--- src/hdl/stack_machine_executor_top_macros.svh ---
// Assertion macros for the stack machine executor.
`ifndef STACK_MACHINE_EXECUTOR_TOP_MACROS_SVH
`define STACK_MACHINE_EXECUTOR_TOP_MACROS_SVH
`ifndef NO_ASSERTIONS
`define SMX_ASSERT_SAME(label, clk, rst, ante, cons) \
   label: assert property (@(posedge clk) disable iff (rst) (ante) |-> (cons)) \
      else $error("assertion failed");
`define SMX_ASSERT_NEXT(label, clk, rst, ante, cons) \
   label: assert property (@(posedge clk) disable iff (rst) (ante) |=> (cons)) \
      else $error("assertion failed");
`else
`define SMX_ASSERT_SAME(label, clk, rst, ante, cons)
`define SMX_ASSERT_NEXT(label, clk, rst, ante, cons)
`endif
`endif

--- src/hdl/smx_pkg.sv ---
`default_nettype none
package smx_pkg;

   localparam int STACK_DEPTH = 16;
   localparam int PROG_DEPTH  = 256;
   localparam int COUNT_W     = $clog2(STACK_DEPTH + 1);
   localparam int PC_W        = $clog2(PROG_DEPTH);
   localparam int DATA_W      = 32;
   localparam int NEXT_PC_W   = 8;

   typedef enum logic [2:0] {
      OP_PUSH   = 3'd0,
      OP_STORE  = 3'd1,
      OP_LOAD   = 3'd2,
      OP_PLUS   = 3'd3,
      OP_TIMES  = 3'd4,
      OP_IFZERO = 3'd5,
      OP_DONE   = 3'd6
   } op_type;

   typedef enum logic [1:0] {
      FAULT_NONE  = 2'd0,
      FAULT_UNDER = 2'd1,
      FAULT_OVER  = 2'd2,
      FAULT_RANGE = 2'd3
   } fault_type;

   typedef struct packed {
      logic push;
      logic pop;
      logic merge;
   } stack_ctl_type;

   typedef struct packed {
      logic take_upper;
      logic take_lower;
   } cell_ctl_type;

   typedef struct packed {
      logic [NEXT_PC_W-1:0] next_pc;
      logic [DATA_W-1:0]    reg_value;
      logic                 halted;
      fault_type            fault;
   } result_type;

endpackage
`default_nettype wire

--- src/hdl/smx_cell.sv ---
`default_nettype none
module smx_cell (
   input  wire logic                       clock,
   input  smx_pkg::cell_ctl_type           ctl,
   input  wire logic [smx_pkg::DATA_W-1:0] upper_value,
   input  wire logic [smx_pkg::DATA_W-1:0] lower_value,
   output logic      [smx_pkg::DATA_W-1:0] value
);

   logic [smx_pkg::DATA_W-1:0] value_ff;
   logic [smx_pkg::DATA_W-1:0] value_in;

   always_comb begin
      priority if (ctl.take_upper) begin
         value_in = upper_value;
      end else if (ctl.take_lower) begin
         value_in = lower_value;
      end else begin
         value_in = value_ff;
      end
   end

   always_ff @(posedge clock) begin
      value_ff <= value_in;
   end

   assign value = value_ff;

endmodule
`default_nettype wire

--- src/hdl/smx_exec.sv ---
`default_nettype none
module smx_exec (
   input  wire logic                       clock,
   input  wire logic                       reset,
   input  wire logic                       accept,
   input  wire logic [2:0]                 operation,
   input  wire logic [smx_pkg::DATA_W-1:0] operand,
   input  wire logic [smx_pkg::DATA_W-1:0] top0,
   input  wire logic [smx_pkg::DATA_W-1:0] top1,
   output smx_pkg::stack_ctl_type          stack_ctl,
   output logic      [smx_pkg::DATA_W-1:0] top_value,
   output smx_pkg::result_type             result
);

   logic [smx_pkg::COUNT_W-1:0] count_ff;
   logic [smx_pkg::COUNT_W-1:0] count_in;
   logic [smx_pkg::PC_W-1:0]    pc_ff;
   logic [smx_pkg::PC_W-1:0]    pc_in;
   logic [smx_pkg::DATA_W-1:0]  data_ff;
   logic [smx_pkg::DATA_W-1:0]  data_in;
   logic [smx_pkg::PC_W-1:0]    pc_next;
   logic [smx_pkg::DATA_W-1:0]  sum;
   logic [smx_pkg::DATA_W-1:0]  product;
   logic                        full;
   logic                        empty;
   logic                        below_two;
   logic                        push;
   logic                        pop;
   logic                        merge;
   logic                        halted;
   smx_pkg::fault_type          fault;
   smx_pkg::op_type             op;

   assign op        = smx_pkg::op_type'(operation);
   assign full      = count_ff >= smx_pkg::COUNT_W'(smx_pkg::STACK_DEPTH);
   assign empty     = count_ff == '0;
   assign below_two = count_ff < smx_pkg::COUNT_W'(2);
   assign sum       = top0 + top1;
   assign product   = top0 * top1;
   assign pc_next   = (pc_ff == smx_pkg::PC_W'(smx_pkg::PROG_DEPTH - 1)) ?
                      '0 : pc_ff + smx_pkg::PC_W'(1);

   always_comb begin
      push      = 1'b0;
      pop       = 1'b0;
      merge     = 1'b0;
      halted    = 1'b0;
      fault     = smx_pkg::FAULT_NONE;
      count_in  = count_ff;
      data_in   = data_ff;
      pc_in     = pc_next;
      top_value = operand;
      unique case (op)
         smx_pkg::OP_PUSH, smx_pkg::OP_LOAD: begin
            if (full) begin
               fault = smx_pkg::FAULT_OVER;
            end else begin
               push      = 1'b1;
               count_in  = count_ff + smx_pkg::COUNT_W'(1);
               top_value = (op == smx_pkg::OP_PUSH) ? operand : data_ff;
            end
         end
         smx_pkg::OP_STORE: begin
            if (empty) begin
               fault = smx_pkg::FAULT_UNDER;
            end else begin
               pop      = 1'b1;
               count_in = count_ff - smx_pkg::COUNT_W'(1);
               data_in  = top0;
            end
         end
         smx_pkg::OP_PLUS, smx_pkg::OP_TIMES: begin
            if (below_two) begin
               fault = smx_pkg::FAULT_UNDER;
            end else begin
               merge     = 1'b1;
               count_in  = count_ff - smx_pkg::COUNT_W'(1);
               top_value = (op == smx_pkg::OP_PLUS) ? sum : product;
            end
         end
         smx_pkg::OP_IFZERO: begin
            if (empty) begin
               fault = smx_pkg::FAULT_UNDER;
            end else if (top0 == '0) begin
               if (operand >= smx_pkg::DATA_W'(smx_pkg::PROG_DEPTH)) begin
                  fault = smx_pkg::FAULT_RANGE;
               end else begin
                  pop      = 1'b1;
                  count_in = count_ff - smx_pkg::COUNT_W'(1);
                  pc_in    = operand[smx_pkg::PC_W-1:0];
               end
            end else begin
               pop      = 1'b1;
               count_in = count_ff - smx_pkg::COUNT_W'(1);
            end
         end
         smx_pkg::OP_DONE: begin
            halted = 1'b1;
            pc_in  = pc_ff;
         end
         default: begin
         end
      endcase
      if (fault != smx_pkg::FAULT_NONE) begin
         pc_in = pc_ff;
      end
   end

   always_ff @(posedge clock) begin
      if (reset) begin
         count_ff <= '0;
         pc_ff    <= '0;
         data_ff  <= '0;
      end else if (accept) begin
         count_ff <= count_in;
         pc_ff    <= pc_in;
         data_ff  <= data_in;
      end
   end

   assign stack_ctl.push  = accept & push;
   assign stack_ctl.pop   = accept & pop;
   assign stack_ctl.merge = accept & merge;

   assign result.next_pc   = smx_pkg::NEXT_PC_W'(pc_in);
   assign result.reg_value = data_in;
   assign result.halted    = halted;
   assign result.fault     = fault;

endmodule
`default_nettype wire

--- src/hdl/stack_machine_executor_top.sv ---
// Stack machine executor: one instruction per request transaction.
// Request channel: req_valid/req_stall with req_operation and req_operand.
// Response channel: rsp_valid/rsp_stall with rsp_next_pc, rsp_reg_value,
// rsp_halted and rsp_fault, exactly one response per request, in order.
// An instruction executes in the cycle it is accepted; its response is
// registered in the output register, or in the skid register while that is busy.
// Throughput is one instruction per cycle while req_stall is low: the stack is a
// row of cells that all shift in the same cycle, and the top two cells feed the
// adder and the 32x32 multiplier directly.
// A two-entry response buffer (output register plus skid register) lets a
// request be accepted while a finished response waits; req_stall rises only
// when both entries are full, and comes from a register.
// A faulting instruction changes no state and reports its fault code.
// Reset (synchronous, active high) empties the stack, clears the data
// register and the program counter, and drops buffered responses.
`default_nettype none
`include "stack_machine_executor_top_macros.svh"
module stack_machine_executor_top (
   input  wire logic                                clock,
   input  wire logic                                reset,
   input  wire logic                                req_valid,
   output logic                                     req_stall,
   input  wire logic [2:0]                          req_operation,
   input  wire logic signed [smx_pkg::DATA_W-1:0]   req_operand,
   output logic                                     rsp_valid,
   input  wire logic                                rsp_stall,
   output logic      [smx_pkg::NEXT_PC_W-1:0]       rsp_next_pc,
   output logic signed [smx_pkg::DATA_W-1:0]        rsp_reg_value,
   output logic                                     rsp_halted,
   output logic      [1:0]                          rsp_fault
);

   logic                       accept;
   logic                       take;
   smx_pkg::stack_ctl_type     stack_ctl;
   logic [smx_pkg::DATA_W-1:0] top_value;
   smx_pkg::result_type        result;
   smx_pkg::cell_ctl_type      cell_ctl [smx_pkg::STACK_DEPTH];
   logic [smx_pkg::DATA_W-1:0] cell_value [smx_pkg::STACK_DEPTH];
   logic [smx_pkg::DATA_W-1:0] upper [smx_pkg::STACK_DEPTH];
   logic [smx_pkg::DATA_W-1:0] lower [smx_pkg::STACK_DEPTH];

   logic                       out_valid_ff;
   logic                       out_valid_in;
   smx_pkg::result_type        out_ff;
   smx_pkg::result_type        out_in;
   logic                       skid_valid_ff;
   logic                       skid_valid_in;
   smx_pkg::result_type        skid_ff;
   smx_pkg::result_type        skid_in;

   assign req_stall = skid_valid_ff;
   assign accept    = req_valid & ~skid_valid_ff;
   assign take      = out_valid_ff & ~rsp_stall;

   smx_exec u_exec (
      .clock     (clock),
      .reset     (reset),
      .accept    (accept),
      .operation (req_operation),
      .operand   (req_operand),
      .top0      (cell_value[0]),
      .top1      (cell_value[1]),
      .stack_ctl (stack_ctl),
      .top_value (top_value),
      .result    (result)
   );

   for (genvar i = 0; i < smx_pkg::STACK_DEPTH; i++) begin : g_cell
      if (i == 0) begin : g_head
         assign upper[i]               = top_value;
         assign cell_ctl[i].take_upper = stack_ctl.push | stack_ctl.merge;
         assign cell_ctl[i].take_lower = stack_ctl.pop;
      end else begin : g_body
         assign upper[i]               = cell_value[i-1];
         assign cell_ctl[i].take_upper = stack_ctl.push;
         assign cell_ctl[i].take_lower = stack_ctl.pop | stack_ctl.merge;
      end
      if (i == smx_pkg::STACK_DEPTH - 1) begin : g_tail
         assign lower[i] = '0;
      end else begin : g_link
         assign lower[i] = cell_value[i+1];
      end
      smx_cell u_cell (
         .clock       (clock),
         .ctl         (cell_ctl[i]),
         .upper_value (upper[i]),
         .lower_value (lower[i]),
         .value       (cell_value[i])
      );
   end

   always_comb begin
      out_valid_in  = out_valid_ff;
      out_in        = out_ff;
      skid_valid_in = skid_valid_ff;
      skid_in       = skid_ff;
      if (take) begin
         if (skid_valid_ff) begin
            out_in        = skid_ff;
            skid_valid_in = 1'b0;
         end else if (accept) begin
            out_in = result;
         end else begin
            out_valid_in = 1'b0;
         end
      end else if (accept) begin
         if (out_valid_ff) begin
            skid_in       = result;
            skid_valid_in = 1'b1;
         end else begin
            out_in       = result;
            out_valid_in = 1'b1;
         end
      end
   end

   always_ff @(posedge clock) begin
      if (reset) begin
         out_valid_ff  <= 1'b0;
         skid_valid_ff <= 1'b0;
      end else begin
         out_valid_ff  <= out_valid_in;
         skid_valid_ff <= skid_valid_in;
      end
      out_ff  <= out_in;
      skid_ff <= skid_in;
   end

   assign rsp_valid     = out_valid_ff;
   assign rsp_next_pc   = out_ff.next_pc;
   assign rsp_reg_value = out_ff.reg_value;
   assign rsp_halted    = out_ff.halted;
   assign rsp_fault     = out_ff.fault;

   `SMX_ASSERT_SAME(a_skid_behind_out, clock, reset, skid_valid_ff, out_valid_ff)
   `SMX_ASSERT_SAME(a_halt_no_fault, clock, reset, out_valid_ff && out_ff.halted,
                    out_ff.fault == smx_pkg::FAULT_NONE)
   `SMX_ASSERT_NEXT(a_skid_drains, clock, reset, take && skid_valid_ff, out_valid_ff && !skid_valid_ff)

endmodule
`default_nettype wire

--- config.mk ---
export PLATFORM = sky130hd
export DESIGN_NAME = stack_machine_executor_top
export DESIGN_NICKNAME = d
export VERILOG_FILES = /design/src/hdl/smx_pkg.sv /design/src/hdl/smx_cell.sv /design/src/hdl/smx_exec.sv /design/src/hdl/stack_machine_executor_top.sv
export VERILOG_INCLUDE_DIRS = /design/src /design/src/hdl
export SDC_FILE = /design/constraint.sdc
export NUM_CORES = 2
export LEC_CHECK = 0
export BUFFER_PORTS_ARGS = -buffer_cell sky130_fd_sc_hd__buf_2
export CAP_MARGIN = 20
export CORE_UTILIZATION = 30
export DETAILED_ROUTE_END_ITERATION = 6
export REMOVE_ABC_BUFFERS = 1
export SYNTH_ARGS = -nofsm -noshare
export SYNTH_HDL_FRONTEND = slang
export SYNTH_SLANG_ARGS = --single-unit
--- constraint.sdc ---
create_clock -name clock -period 139.4 [get_ports clock]
set_input_delay 27.88 -clock clock [delete_from_list [all_inputs] [get_ports clock]]
set_output_delay 27.88 -clock clock [all_outputs]
set_load 0.01 [all_outputs]
==> metrics <==
Vias=28400; crit-path max FO=193; CP arrival=32.93 ns; EDFF count, synth=598; Residual DRC=0; total track usage=15.2%; CP startpoint kind=primary input; area of placed instances=47500 sq um; Crit path top cell by count=buf_4; num ports=84; Initial Utilization=30.3%; crit-path leading delay family=buffers and inverters; largest family of logic cells by synthesized area=adder cells; CP peak stage delay=0.80 ns; Setup-failing EPs final=0; Synth Area in Adders=22.7%; Yosys reg bits=645; critical path type=in -> reg; top cells by count, synth=598 x edfxtp_1, 456 x mux2_2, 442 x inv_1; synth unique cells=68; max cap viols=0; Post-Route Skew=0.0379 ns; initial antenna violation count=5; worst hold path type=reg -> reg; grt met1 use=21.6%; filler instances=14600; Critical path buffers and inverters=6; H-tree depth=3; post-CTS setup buffers=0; Mapped Cells=3696; dominant cell type by area after synthesis=edfxtp_1; drt pass-1 iters=6; CORE AREA=148000 sq um; final wirelength=115 mm; crit path cell chain=buf_2 -> nor4_1 -> and4_1 -> nand3_1 -> nand3_1 -> nand2_1 -> o31ai_4 -> buf_12 -> buf_4 -> buf_4 -> buf_16 -> buf_4; Slew @ Worst Pin=1.12 ns; XOR/XNOR share of the synthesized area=2.23%; routing usage on met2=23.2%; Die Footprint=151000 sq um; Die W=389 um; port buffer count=83; Clk Latency, worst-skew pair=0.65 ns; wire per inst=20.1 um; pin count of the biggest net entering global routing=194; grt ovf=0; Placement Rows=141; Initial DRC Count=2597; top-count cell post-synth=edfxtp_1; quantity of gates resized following cts=0; CTS Hold Bufs=0; GR Util met3=2.54%; Tmin final=32.68 ns; multiplexer share of the synthesized area=12.3%; Post-Synth Simple-Gate Area=9.52%; Async S/R FF share, synth=0%; Reg clk slew, reported paths=0.06 ns; total clock sinks=645; first-pass GRT wire length=178 mm; fin. max-slew vios=0; outcome=finished clean; die span in y=389 um; setup TNS=0 ns; vias in the first global route=28900; unrepaired setup endpoints after global routing=no; TritonCTS Buffers=71; YS warnings=0; CTS tree=built; Relative slew margins=25.1%; CTS Buffer Depth=3; critical path endpoint category=flop; Synth Flop Type=edfxtp_1; Synth Area in Compound Gates=5.52%; post-route ant nets=0; mapped cell area=44800 sq um; Fin. Hold Viols=0; synth top area cells=edfxtp_1 40%, fa_1 18%, mux2_2 11%, ha_1 4.4%, and2_1 4.2%; Finished Cell Area=49700 sq um; CTS Root Buffer Type=clkbuf_16; CP max-delay cell=buf_4; post-synthesis sequential area ratio=42.2%; Data required, critical path=139.65 ns; Max Clk Rate=0.0306 GHz; drt via density=4.98; HPWL Detailed=77.1 mm; fraction of layout cells with a size suffix above 1=19.4%; area added between synthesis and finish=11.0%; final period utilization=23.4%; syn avg cell area=12.1 sq um; GRT busiest layer=met2; RD Place Congestion=0.944; Final nets=4323; post-synth top area share=40.1%
==> cell usage in the layout, fill, tap and decap left out, types with 49 or more instances in the layout <==
master     count
fa_1         410
clkbuf_16     71
edfxtp_1     598
mux2_2       456
nor2_1       146
nand2_1      285
buf_2         83
a21oi_1      112
xnor2_1       86
buf_4         64
ha_1         159
o21ai_0       49
and2_1       302
inv_1        442
==> final cells by class <==
type,count,area (sq um),area share [%]
multi-input cells,2403,23500,47.3
flip-flops and latches,645,18900,38.0
clock buffers,87,1860,3.73
repair buffers,152,1010,2.03
clock inverters,42,369,0.742
well taps,1930,2410,4.85
inverters,442,1660,3.33
diodes,5,12.5,0.0252
==> through the flow <==
step                setup WS [ns]  util, %  cells  hold WS [ns]
finish                     106.72     33.6   5706         0.515
global route               106.35     33.6   5702         0.536
CTS                        106.34     33.6   5699         0.512
detailed placement         105.70     32.1   5570         0.504
global placement           105.77     32.1   5570         0.502
floorplan                   70.60        -   3490         0.484
==> cell families after synthesis <==
kind of cell	after synthesis
compound gates	371
xor+xnor	114
fa+ha+maj	569
buf+inv	648
flops	645
mux	492
simple gates	857
==> flip-flops by register name, summed over array words and instances, names as in the netlist, 2 cells and up <==
| register | flops |
|---|---|
| u_exec.data_ff | 32 |
| skid_ff | 43 |
| rsp_next_pc | 8 |
| g_cell.u_cell.value | 512 |
| u_exec.pc_ff | 8 |
| rsp_reg_value | 32 |
| u_exec.count_ff | 5 |
| rsp_fault | 2 |
==> worst paths after layout <==
kind / startpoint / to / slack, ns / cells after the start
min: u_exec.data_ff[13] / u_exec.data_ff[13] / 0.52 / 2
max: req_operand[30] / g_cell[13].u_cell.value[27] / 106.72 / 12
max reg2reg: g_cell[1].u_cell.value[9] / g_cell[0].u_cell.value[31] / 131.33 / 24
min reg2reg: u_exec.data_ff[13] / u_exec.data_ff[13] / 0.52 / 2
==> worst register-to-register path, stage by stage (launching register included) <==
cell      delay, ns
edfxtp_1       0.85
buf_4          0.38
nand2_1        0.13
fa_1           0.41
inv_1          0.07
fa_1           0.43
fa_1           0.52
inv_1          0.08
fa_1           0.49
inv_1          0.05
fa_1           0.48
fa_1           0.51
fa_1           0.55
fa_1           0.43
ha_1           0.36
and4_1         0.21
nor2b_1        0.13
o21ai_0        0.16
a21oi_1        0.09
a211oi_1       0.53
o211ai_1       0.21
a221oi_1       0.43
xnor2_1        0.13
nand2_1        0.08
a31oi_1        0.07
==> routing by layer <==
layer / share of wire (%) / routed length [um] / up-vias
met5: 0 / 0 / -
met4: 3.8 / 4320 / 0
met3: 8.1 / 9260 / 237
met2: 44 / 50000 / 1085
met1: 45 / 51300 / 14500
li1: - / - / 12600
Power is left out: the tool's default activity adds up to more than one toggle a clock period on the data nets, which glitch-free logic cannot reach.
